[src/design/twc_div_step.sv]
// One pipeline stage of the restoring division of R*T by the charge.
// Depends on nothing; instantiated by tot_time_walk_correction_top.
module twc_div_step #(
  parameter int TW  = 16,
  parameter int CW  = 24,
  parameter int BIT = 0
) (
  input  logic             clk,
  input  logic             rst,
  input  logic             valid_in,
  input  logic [CW-1:0]    q_in,
  input  logic [TW+CW-1:0] rem_in,
  input  logic [TW-1:0]    quo_in,
  input  logic             sat_in,
  output logic             valid_out,
  output logic [CW-1:0]    q_out,
  output logic [TW+CW-1:0] rem_out,
  output logic [TW-1:0]    quo_out,
  output logic             sat_out
);

  logic [TW+CW-1:0] sub;

  assign sub = {{TW{1'b0}}, q_in} << BIT;

  always_ff @(posedge clk) begin
    if (rst) begin
      valid_out <= 1'b0;
    end else begin
      valid_out <= valid_in;
    end
    q_out   <= q_in;
    sat_out <= sat_in;
    if (rem_in >= sub) begin
      rem_out <= rem_in - sub;
      quo_out <= quo_in | (TW'(1) << BIT);
    end else begin
      rem_out <= rem_in;
      quo_out <= quo_in;
    end
  end

endmodule

[config.mk]
export PLATFORM = sky130hd
export DESIGN_NAME = twc_div_step
export DESIGN_NICKNAME = d
export VERILOG_FILES = /design/src/design/twc_div_step.sv
export SDC_FILE = /design/constraint.sdc
export NUM_CORES = 1
export LEC_CHECK = 0
export ABC_AREA = 1
export BUFFER_PORTS_ARGS = -buffer_cell sky130_fd_sc_hd__buf_4
export CAP_MARGIN = 20
export CORE_MARGIN = 2
export CORE_UTILIZATION = 45
export DETAILED_ROUTE_END_ITERATION = 16
export PLACE_DENSITY = 0.72
export SLEW_MARGIN = 15
export SYNTH_ARGS = -nofsm -noshare
export SYNTH_HDL_FRONTEND = slang
export SYNTH_SLANG_ARGS = --single-unit
[constraint.sdc]
create_clock -name clk -period 1.95 [get_ports clk]
set_clock_uncertainty 0.2 [all_clocks]
set_input_delay 0.0975 -clock clk [delete_from_list [all_inputs] [get_ports clk]]
set_output_delay 0.0975 -clock clk [all_outputs]
set_load 0.03 [all_outputs]
==> results.cfg <==
[run_status]
status = finished, violations left
violations = hold timing, setup timing

[cts]
cts_buffers = 9
cts_buffer_depth = 2
htree_levels = 3
tritoncts = yes
clk_pin_slew_ns = 0.09
postCtsSetupBuffers = 0
root_buffer = clkbuf_8
cts_sinks = 82

[setup_path]
critPathCapture = rem_out[35]
arrival_ns = 2.07
cp-startpoint = q_in[17]
critical_path_class = input pin to flip-flop
required_ns = 2.05
startpoint_type = input pin
cp-end-kind = flip-flop
path_max_fanout = 4

[sta]
period_share_pct = 101
slew_headroom_pct = 70.1
final_hold_viol_count = 2
setup_viol = 2
slew_viol_final = 0
fmax_ghz = 0.508
tightest_slew_ns = 0.447
fin_crit_ns = 1.97
whs_ns = -0.203
worst_slack_ns = -0.0197

[drt]
drt-met1-wl_um = 7890
first_iter_violations = 509
first_pass_iters = 5
vias_per_cell = 5.27
route.met2.wl_um = 10000
postRouteAntennaNets = 0
drcViolationCount = 0
top_layer = met4
met3_length_um = 2000
routed_wl_um = 21300
vias = 6324
wl_per_cell_um = 17.7

[power]
powerDensity_mw_per_mm2 = 679
total_power_mw = 5.34
p_leak_nw = 4.17
ir_drop_mv = 0.499

[synthesis]
synthesis.nets = 830
syn-cell-area_mm2 = 0.00460
yosysWarningCount = 0
ys_ff_latch = 82
synth.avg_cell_area_um2 = 6.38
syn_inst = 721
ys_seq_area_share_pct = 35.7
netlist-cell-type-count = 26

[global_routing]
grt_max_degree = 23
first_global_vias = 6446
grt_usage_pct = 37.2
antenna_found_initial = 0
grt_pass1_wl_um = 32000
overflow = 0

[die]
num_rows = 36
die_width_um = 105
pin_count = 166
start_util_pct = 46.6
dieArea_mm2 = 0.0110
die_height_um = 105
core_area_mm2 = 0.00986

[final_layout]
stdcell_count = 1201
area_growth_syn_to_layout_pct = 71.2
drive_gt1_share_pct = 29.2
nets = 1172
diodes = 0

[placement]
gp_congestion = 0.907
dp.cells = 1103
hpwl_um = 13500
placement.io_buffers = 165

[min_path]
hp-class = input pin to flip-flop

[job]
cap_viol_max_count = 0
cells in the mapped netlist:
library cell	count	area share (%)
nand2_1	254	21
inv_1	135	11
dfxtp_1	82	36
nor2_1	73	6.0
nand3_1	43	4.7
a21oi_1	26	2.8
ha_1	24	6.5
o21ai_0	24	2.6
xnor2_1	14	2.7
nand4_1	9	1.2
nand3b_1	5	0.82
xor2_1	5	0.95
buf_2	4	0.44
nor3_1	4	0.44
nor2_2	3	0.41
and2_1	2	0.27
buf_6	2	0.49
o21ai_1	2	0.22
o21bai_1	2	0.33
or2_2	2	0.27
a31oi_2	1	0.27
fa_1	1	0.44
inv_2	1	0.082
nand3_2	1	0.22
nor2_4	1	0.24
o21a_1	1	0.16
cell type report:
cell class | count | area (µm²)
fillers | 625 | 1990
repair buffers | 337 | 2790
clock buffers | 10 | 138
multi-input cells | 497 | 2540
flip-flops and latches | 82 | 1640
inverters | 136 | 515
clock inverters | 6 | 72.6
well taps | 133 | 166
how the worst min path moves through the flow:
stage               slack (ns)           to  startpoint  cells after the start
floorplan                -0.07     q_out[0]     q_in[0]                      0
global placement         0.002   quo_out[9]   quo_in[9]                      1
detailed placement       0.003   quo_out[7]   quo_in[7]                      1
CTS                      -0.35     q_out[0]     q_in[0]                      1
global route             -0.21  rem_out[26]  rem_in[26]                      3
finish                   -0.20  rem_out[25]  rem_in[25]                      3
per-layer routing:
| layer | GRT usage [%] | vias up |
|---|---|---|
| li1 | - | 2877 |
| met3 | 7.74 | 126 |
| met4 | 19.8 | 0 |
| met5 | 0 | - |
| met2 | 65.2 | 468 |
| met1 | 42.3 | 2853 |
worst max-delay path: stages:
cell and delay (ns):
buf_4 0.10, inv_1 0.05, ha_1 0.40, nand2_1 0.18
nor2_1 0.31, nand2_1 0.21, inv_1 0.15, nand2_1 0.08
nand2_1 0.13, nand2_1 0.09, nand3_1 0.07, nand2_1 0.06
a21oi_1 0.14
kinds of logic (layout without fill, tap and decap cells):
group / Yosys count / after routing / share of synthesized area, %
DFF: 82 / 82 / 35.7
buffers and inverters: 142 / 489 / 12.0
and+or+nand+nor: 397 / 397 / 35.3
adders and majority gates: 25 / 25 / 6.97
xor gates and xnor gates: 19 / 19 / 3.62
AOI/OAI and AO/OA: 56 / 56 / 6.42
placed cells by master, fill, tap and decap left out, drive strengths merged, types with 2 or more instances in the layout:
| cell type | synthesis | routed |
|---|---|---|
| a21oi | 26 | 26 |
| nand2 | 254 | 254 |
| nand3b | 5 | 5 |
| xnor2 | 14 | 14 |
| clkinv | 0 | 3 |
| inv | 136 | 137 |
| or2 | 2 | 2 |
| and2 | 2 | 2 |
| ha | 24 | 24 |
| nand3 | 44 | 44 |
| clkbuf | 0 | 11 |
| xor2 | 5 | 5 |
| dfxtp | 82 | 82 |
| nor3 | 4 | 4 |
| buf | 6 | 254 |
| dlygate4sd3 | 0 | 82 |
| o21ai | 26 | 26 |
| nand4 | 9 | 9 |
| o21bai | 2 | 2 |
| nor2 | 77 | 77 |
state kept, by name (all words and copies together) (netlist names):
name       count
valid_out      1
sat_out        1
q_out         24
rem_out       40
quo_out       16
repair_timing:
| action | in CTS | in global routing |
|---|---|---|
| resized for setup | 0 | 36 |
| endpoints found under the setup margin | 0 | 39 |
| hold endpoints to repair | 82 | 4 |
| hold buffers | 79 | 3 |
stage by stage:
stage	worst slack [ns]	utilization, %	area (µm²)	hold slack, ns	setup TNS [ns]
final	-0.0197	79.8	7870	-0.203	-0.0198
after global routing	-0.0759	79.8	7870	-0.208	-0.374
after CTS	0.0245	78.2	7710	-0.347	0
after detailed placement	-0.229	68.0	6710	0.00332	-6.32
after global placement	-0.295	68.0	6710	0.00200	-4.76
after floorplan	0.00447	-	4630	-0.0748	0
where the power goes:
group	internal, mW	switching (mW)	total (mW)	leakage, nW
sequential	1.85	0.0632	1.92	0.691
clock	0.642	0.732	1.37	0.103
combinational	0.880	1.17	2.06	3.38
total	3.37	1.97	5.34	4.17
(Power assumes the default switching activity.)
