### config.mk
export PLATFORM = sky130hd
export DESIGN_NAME = twc_sqrt_step
export DESIGN_NICKNAME = d
export VERILOG_FILES = /design/src/design/twc_sqrt_step.sv
export SDC_FILE = /design/constraint.sdc
export NUM_CORES = 1
export LEC_CHECK = 0
export BUFFER_PORTS_ARGS = -buffer_cell sky130_fd_sc_hd__buf_2
export CORE_MARGIN = 1
export CORE_UTILIZATION = 25
export CTS_BUF_LIST = sky130_fd_sc_hd__clkbuf_16
export CTS_CLUSTER_DIAMETER = 150
export CTS_CLUSTER_SIZE = 10
export DETAILED_ROUTE_END_ITERATION = 6
export GPL_TIMING_DRIVEN = 0
export SETUP_SLACK_MARGIN = 0.05
export SYNTH_ARGS = -nofsm -noshare
export SYNTH_HDL_FRONTEND = slang
export SYNTH_SLANG_ARGS = --single-unit
### constraint.sdc
create_clock -name clk -period 11 [get_ports clk]
set_clock_uncertainty 0.15 [all_clocks]
set_input_delay 1.65 -clock clk [delete_from_list [all_inputs] [get_ports clk]]
set_output_delay 1.65 -clock clk [all_outputs]
set_load 0.02 [all_outputs]
### src/design/twc_sqrt_step.sv
// One pipeline stage of the bit-by-bit charge root search.
// Depends on nothing; instantiated by tot_time_walk_correction_top.
module twc_sqrt_step #(
  parameter int TW  = 16,
  parameter int CW  = 24,
  parameter int FW  = 68,
  parameter int BIT = 0
) (
  input  logic                 clk,
  input  logic                 rst,
  input  logic                 valid_in,
  input  logic [CW-1:0]        q_in,
  input  logic signed [FW-1:0] f_in,
  input  logic signed [FW-1:0] c_in,
  input  logic [TW+CW-1:0]     rt_in,
  output logic                 valid_out,
  output logic [CW-1:0]        q_out,
  output logic signed [FW-1:0] f_out,
  output logic signed [FW-1:0] c_out,
  output logic [TW+CW-1:0]     rt_out
);

  // f holds 256*q*q - c*q - rti; setting bit BIT adds (512q + 256*2^BIT - c) * 2^BIT.
  logic signed [FW-1:0] term;
  logic signed [FW-1:0] f_try;

  always_comb begin
    term  = $signed({{(FW-CW-9){1'b0}}, q_in, 9'b0})
          + ($signed(FW'(256)) <<< BIT) - c_in;
    f_try = f_in + (term <<< BIT);
  end

  always_ff @(posedge clk) begin
    if (rst) begin
      valid_out <= 1'b0;
    end else begin
      valid_out <= valid_in;
    end
    c_out  <= c_in;
    rt_out <= rt_in;
    if (f_try <= $signed(FW'(0))) begin
      q_out <= q_in | (CW'(1) << BIT);
      f_out <= f_try;
    end else begin
      q_out <= q_in;
      f_out <= f_in;
    end
  end

endmodule

==> impl_metrics.json <==
{
  "use_met1_pct": 26.61,
  "grt_pass1_vias": 11284,
  "endpoint_kind": "flop",
  "grt_pass1_wl_um": 70170,
  "die_h_um": 214.9,
  "cts_tree": "done",
  "io_buffers": 403,
  "min_from": "c_in[21]",
  "synth_area_leader_cell": "dfxtp_1",
  "vias": 11323,
  "ctsHoldBuffers": 0,
  "grt_usage_pct": 20.02,
  "max_slew_margin_pct": 28.85,
  "synth_edf_count": 0,
  "cts.sinks": 201,
  "drv_cap": 0,
  "firstDrtPassIters": 5,
  "core_area_um2": 44510,
  "required_ns": 11.19,
  "clk_pin_slew_ns": 0.06,
  "dp_hpwl_um": 39340,
  "crit_type": "in2reg",
  "cts_setup_buffers": 0,
  "path_max_fanout": 10,
  "die-area_um2": 46190,
  "ys.flop_type": "dfxtp_1",
  "wirelength_um": 47570,
  "hold_viol": 0,
  "slew_violations": 0,
  "synth-seq-cells": 201,
  "grt_max_degree": 13,
  "ant_nets": 0,
  "area_delta_synth_final_pct": 29.88,
  "final_core_util_pct": 33.07,
  "period_share_pct": 71.36,
  "postSynthCellCount": 1284,
  "via_per_inst": 4.910,
  "dp_cells": 2279,
  "placed_cell_area_um2": 14090,
  "pwr_density_cell_nw_per_um2": 185.3,
  "rsz0062_at_grt": "false",
  "synth_cell_type_count": 89,
  "layout.nets": 2050,
  "worst_pin_slew_ns": 1.040,
  "diodes": 0,
  "overflow": 0,
  "synthTopCellsByArea": "dfxtp_1 (36%), ha_1 (12%), nand2_1 (5.2%), a21oi_1 (4.4%), fa_1 (4.4%)",
  "yosys_warnings": 0,
  "cts_resized": 0,
  "numCtsBuffers": 24,
  "die_x_um": 214.9,
  "antenna_found_initial": 3,
  "drive_gt1_share_pct": 28.41,
  "routabilityCongestion": 0.9464,
  "fin_crit_ns": 7.849,
  "netlist_area_um2": 11330,
  "hold_end": "c_out[21]",
  "netlist.area_leader.share_pct": 35.50,
  "h-tree-depth": 1,
  "cp.arrival_ns": 8.04,
  "top_usage_layer": "met2",
  "cts_root_buf": "clkbuf_16",
  "wl_per_cell_um": 20.63,
  "leakagePower_nw": 6.931,
  "cts_buffer_depth": 3,
  "holdCritPathClass": "in2reg",
  "drc": 0,
  "timing.fmax_mhz": 127.4,
  "setup_viol": 0,
  "start_kind": "input port",
  "final_cell_area_um2": 14720,
  "met2_usage_pct": 32.91,
  "ys_seq_area_share_pct": 35.50,
  "ios": 404,
  "ys_async_sr_fraction_pct": 0,
  "dr.first_iter.drc_count": 670,
  "peakVddDrop_uv": 128.9,
  "synth_nets": 1621,
  "status": "complete, no violations",
  "initial_core_util_pct": 25.47,
  "finalNonFillerCells": 2306,
  "placementRows": 77,
  "setup_tns_ns": 0,
  "met3_usage_pct": 3.652,
  "hold_depth": 1,
  "nFillCells": 4770,
  "avgSynthCellArea_um2": 8.828
}
cells by family (layout without fill, tap and decap cells):
group	count (synthesis)	after routing	synth area share (%)
AOI/OAI and AO/OA	369	369	21.78
and+or+nand+nor	376	376	15.92
DFF	201	201	35.50
buffers and inverters	148	578	5.983
muxes	3	3	0.2760
xor gates and xnor gates	53	53	4.095
adders and majority gates	134	134	16.45
worst max-delay path: stages:
cell,delay [ns]
buf_2,0.12
fa_1,0.48
ha_1,0.29
clkdlybuf4s18_2,0.27
nand4_1,0.23
nor4_1,0.69
nand4_1,0.20
nand3_1,0.27
a22oi_1,0.34
o21ai_1,0.34
a32oi_1,0.18
a2111oi_0,0.96
nand2_1,0.49
nor4b_2,0.35
clkbuf_1,0.83
o21ai_0,0.32
synth_stat cells (10+ instances only):
cell and n:
a21o_1 26, ha_1 109, o211ai_1 10, buf_2 11, nor3_1 27, nand3_1 15, inv_1 85, o21ai_0 66
nand4_1 44, o21bai_1 15, o22ai_1 37, dfxtp_1 201, nor4_1 11, a21oi_1 100, nor2_1 72, xnor2_1 27
fa_1 25, clkbuf_1 32, o2bb2ai_1 15, nand2_1 157, xor2_1 26
metal layers:
| metal | wire, um | part of all wire [%] |
|---|---|---|
| met2 | 21910 | 46 |
| met3 | 2861 | 6.0 |
| met1 | 21510 | 45 |
| met5 | 0 | 0 |
| met4 | 1278 | 2.7 |
cell usage in the layout, fill, tap and decap left out, drive strengths merged, types with 4 or more instances in the layout:
cell | Yosys | final
xnor2 | 27 | 27
or3 | 11 | 11
nor2 | 72 | 72
nand4 | 44 | 44
dfxtp | 201 | 201
o31ai | 5 | 5
o2bb2ai | 15 | 15
o21a | 7 | 7
clkbuf | 34 | 58
a21oi | 102 | 102
ha | 109 | 109
a211oi | 10 | 10
o32ai | 5 | 5
buf | 25 | 428
and2 | 7 | 7
o21bai | 15 | 15
a21o | 28 | 28
and3 | 4 | 4
a21boi | 6 | 6
a211o | 5 | 5
xor2 | 26 | 26
inv | 85 | 87
a2111oi | 4 | 4
nor4 | 12 | 12
o211ai | 10 | 10
a31oi | 4 | 4
nor3 | 27 | 27
o21ai | 71 | 71
a22oi | 9 | 9
nand2 | 157 | 157
nand3 | 15 | 15
o22ai | 37 | 37
a221oi | 9 | 9
or4 | 5 | 5
fa | 25 | 25
stage by stage:
stage | hold WS (ns) | setup WS [ns] | power, mW
after detailed placement | 1.604 | 2.752 | 2.058
after CTS | 1.024 | 3.295 | 2.766
after global placement | 1.602 | 2.733 | 2.059
after floorplan | 1.528 | 5.218 | 1.605
after global routing | 1.039 | 2.948 | 2.894
final | 1.069 | 3.151 | 2.728
registers in the layout, indices dropped and copies added, names as in the netlist:
signal,count
c_out,68
f_out,68
q_out,24
rt_out,40
valid_out,1
cell type report:
type	instances	area [um^2]	share of cell area [%]
repair buffers	403	2017	13.70
flip-flops and latches	201	4024	27.33
clock buffers	24	600.6	4.080
clock inverters	3	28.78	0.1955
plain buffers	63	359.1	2.439
multi-input cells	935	6633	45.05
well taps	592	740.7	5.031
inverters	85	319.1	2.167
power by group:
group / internal [mW] / switching, mW / total [mW]
combinational: 0.381 / 0.791 / 1.17
sequential: 0.843 / 0.0319 / 0.875
clock: 0.385 / 0.295 / 0.680
worst max-delay path by stage:
stage	slack (ns)	endpoint	from
6_report	3.15	f_out[51]	q_in[15]
5_1_grt	2.95	f_out[44]	c_in[16]
4_1_cts	3.29	f_out[51]	q_in[15]
3_5_place_dp	2.75	f_out[51]	q_in[15]
3_3_place_gp	2.73	f_out[51]	q_in[15]
2_1_floorplan	5.22	f_out[12]	c_in[1]
Power figures use the tool's default switching activity.
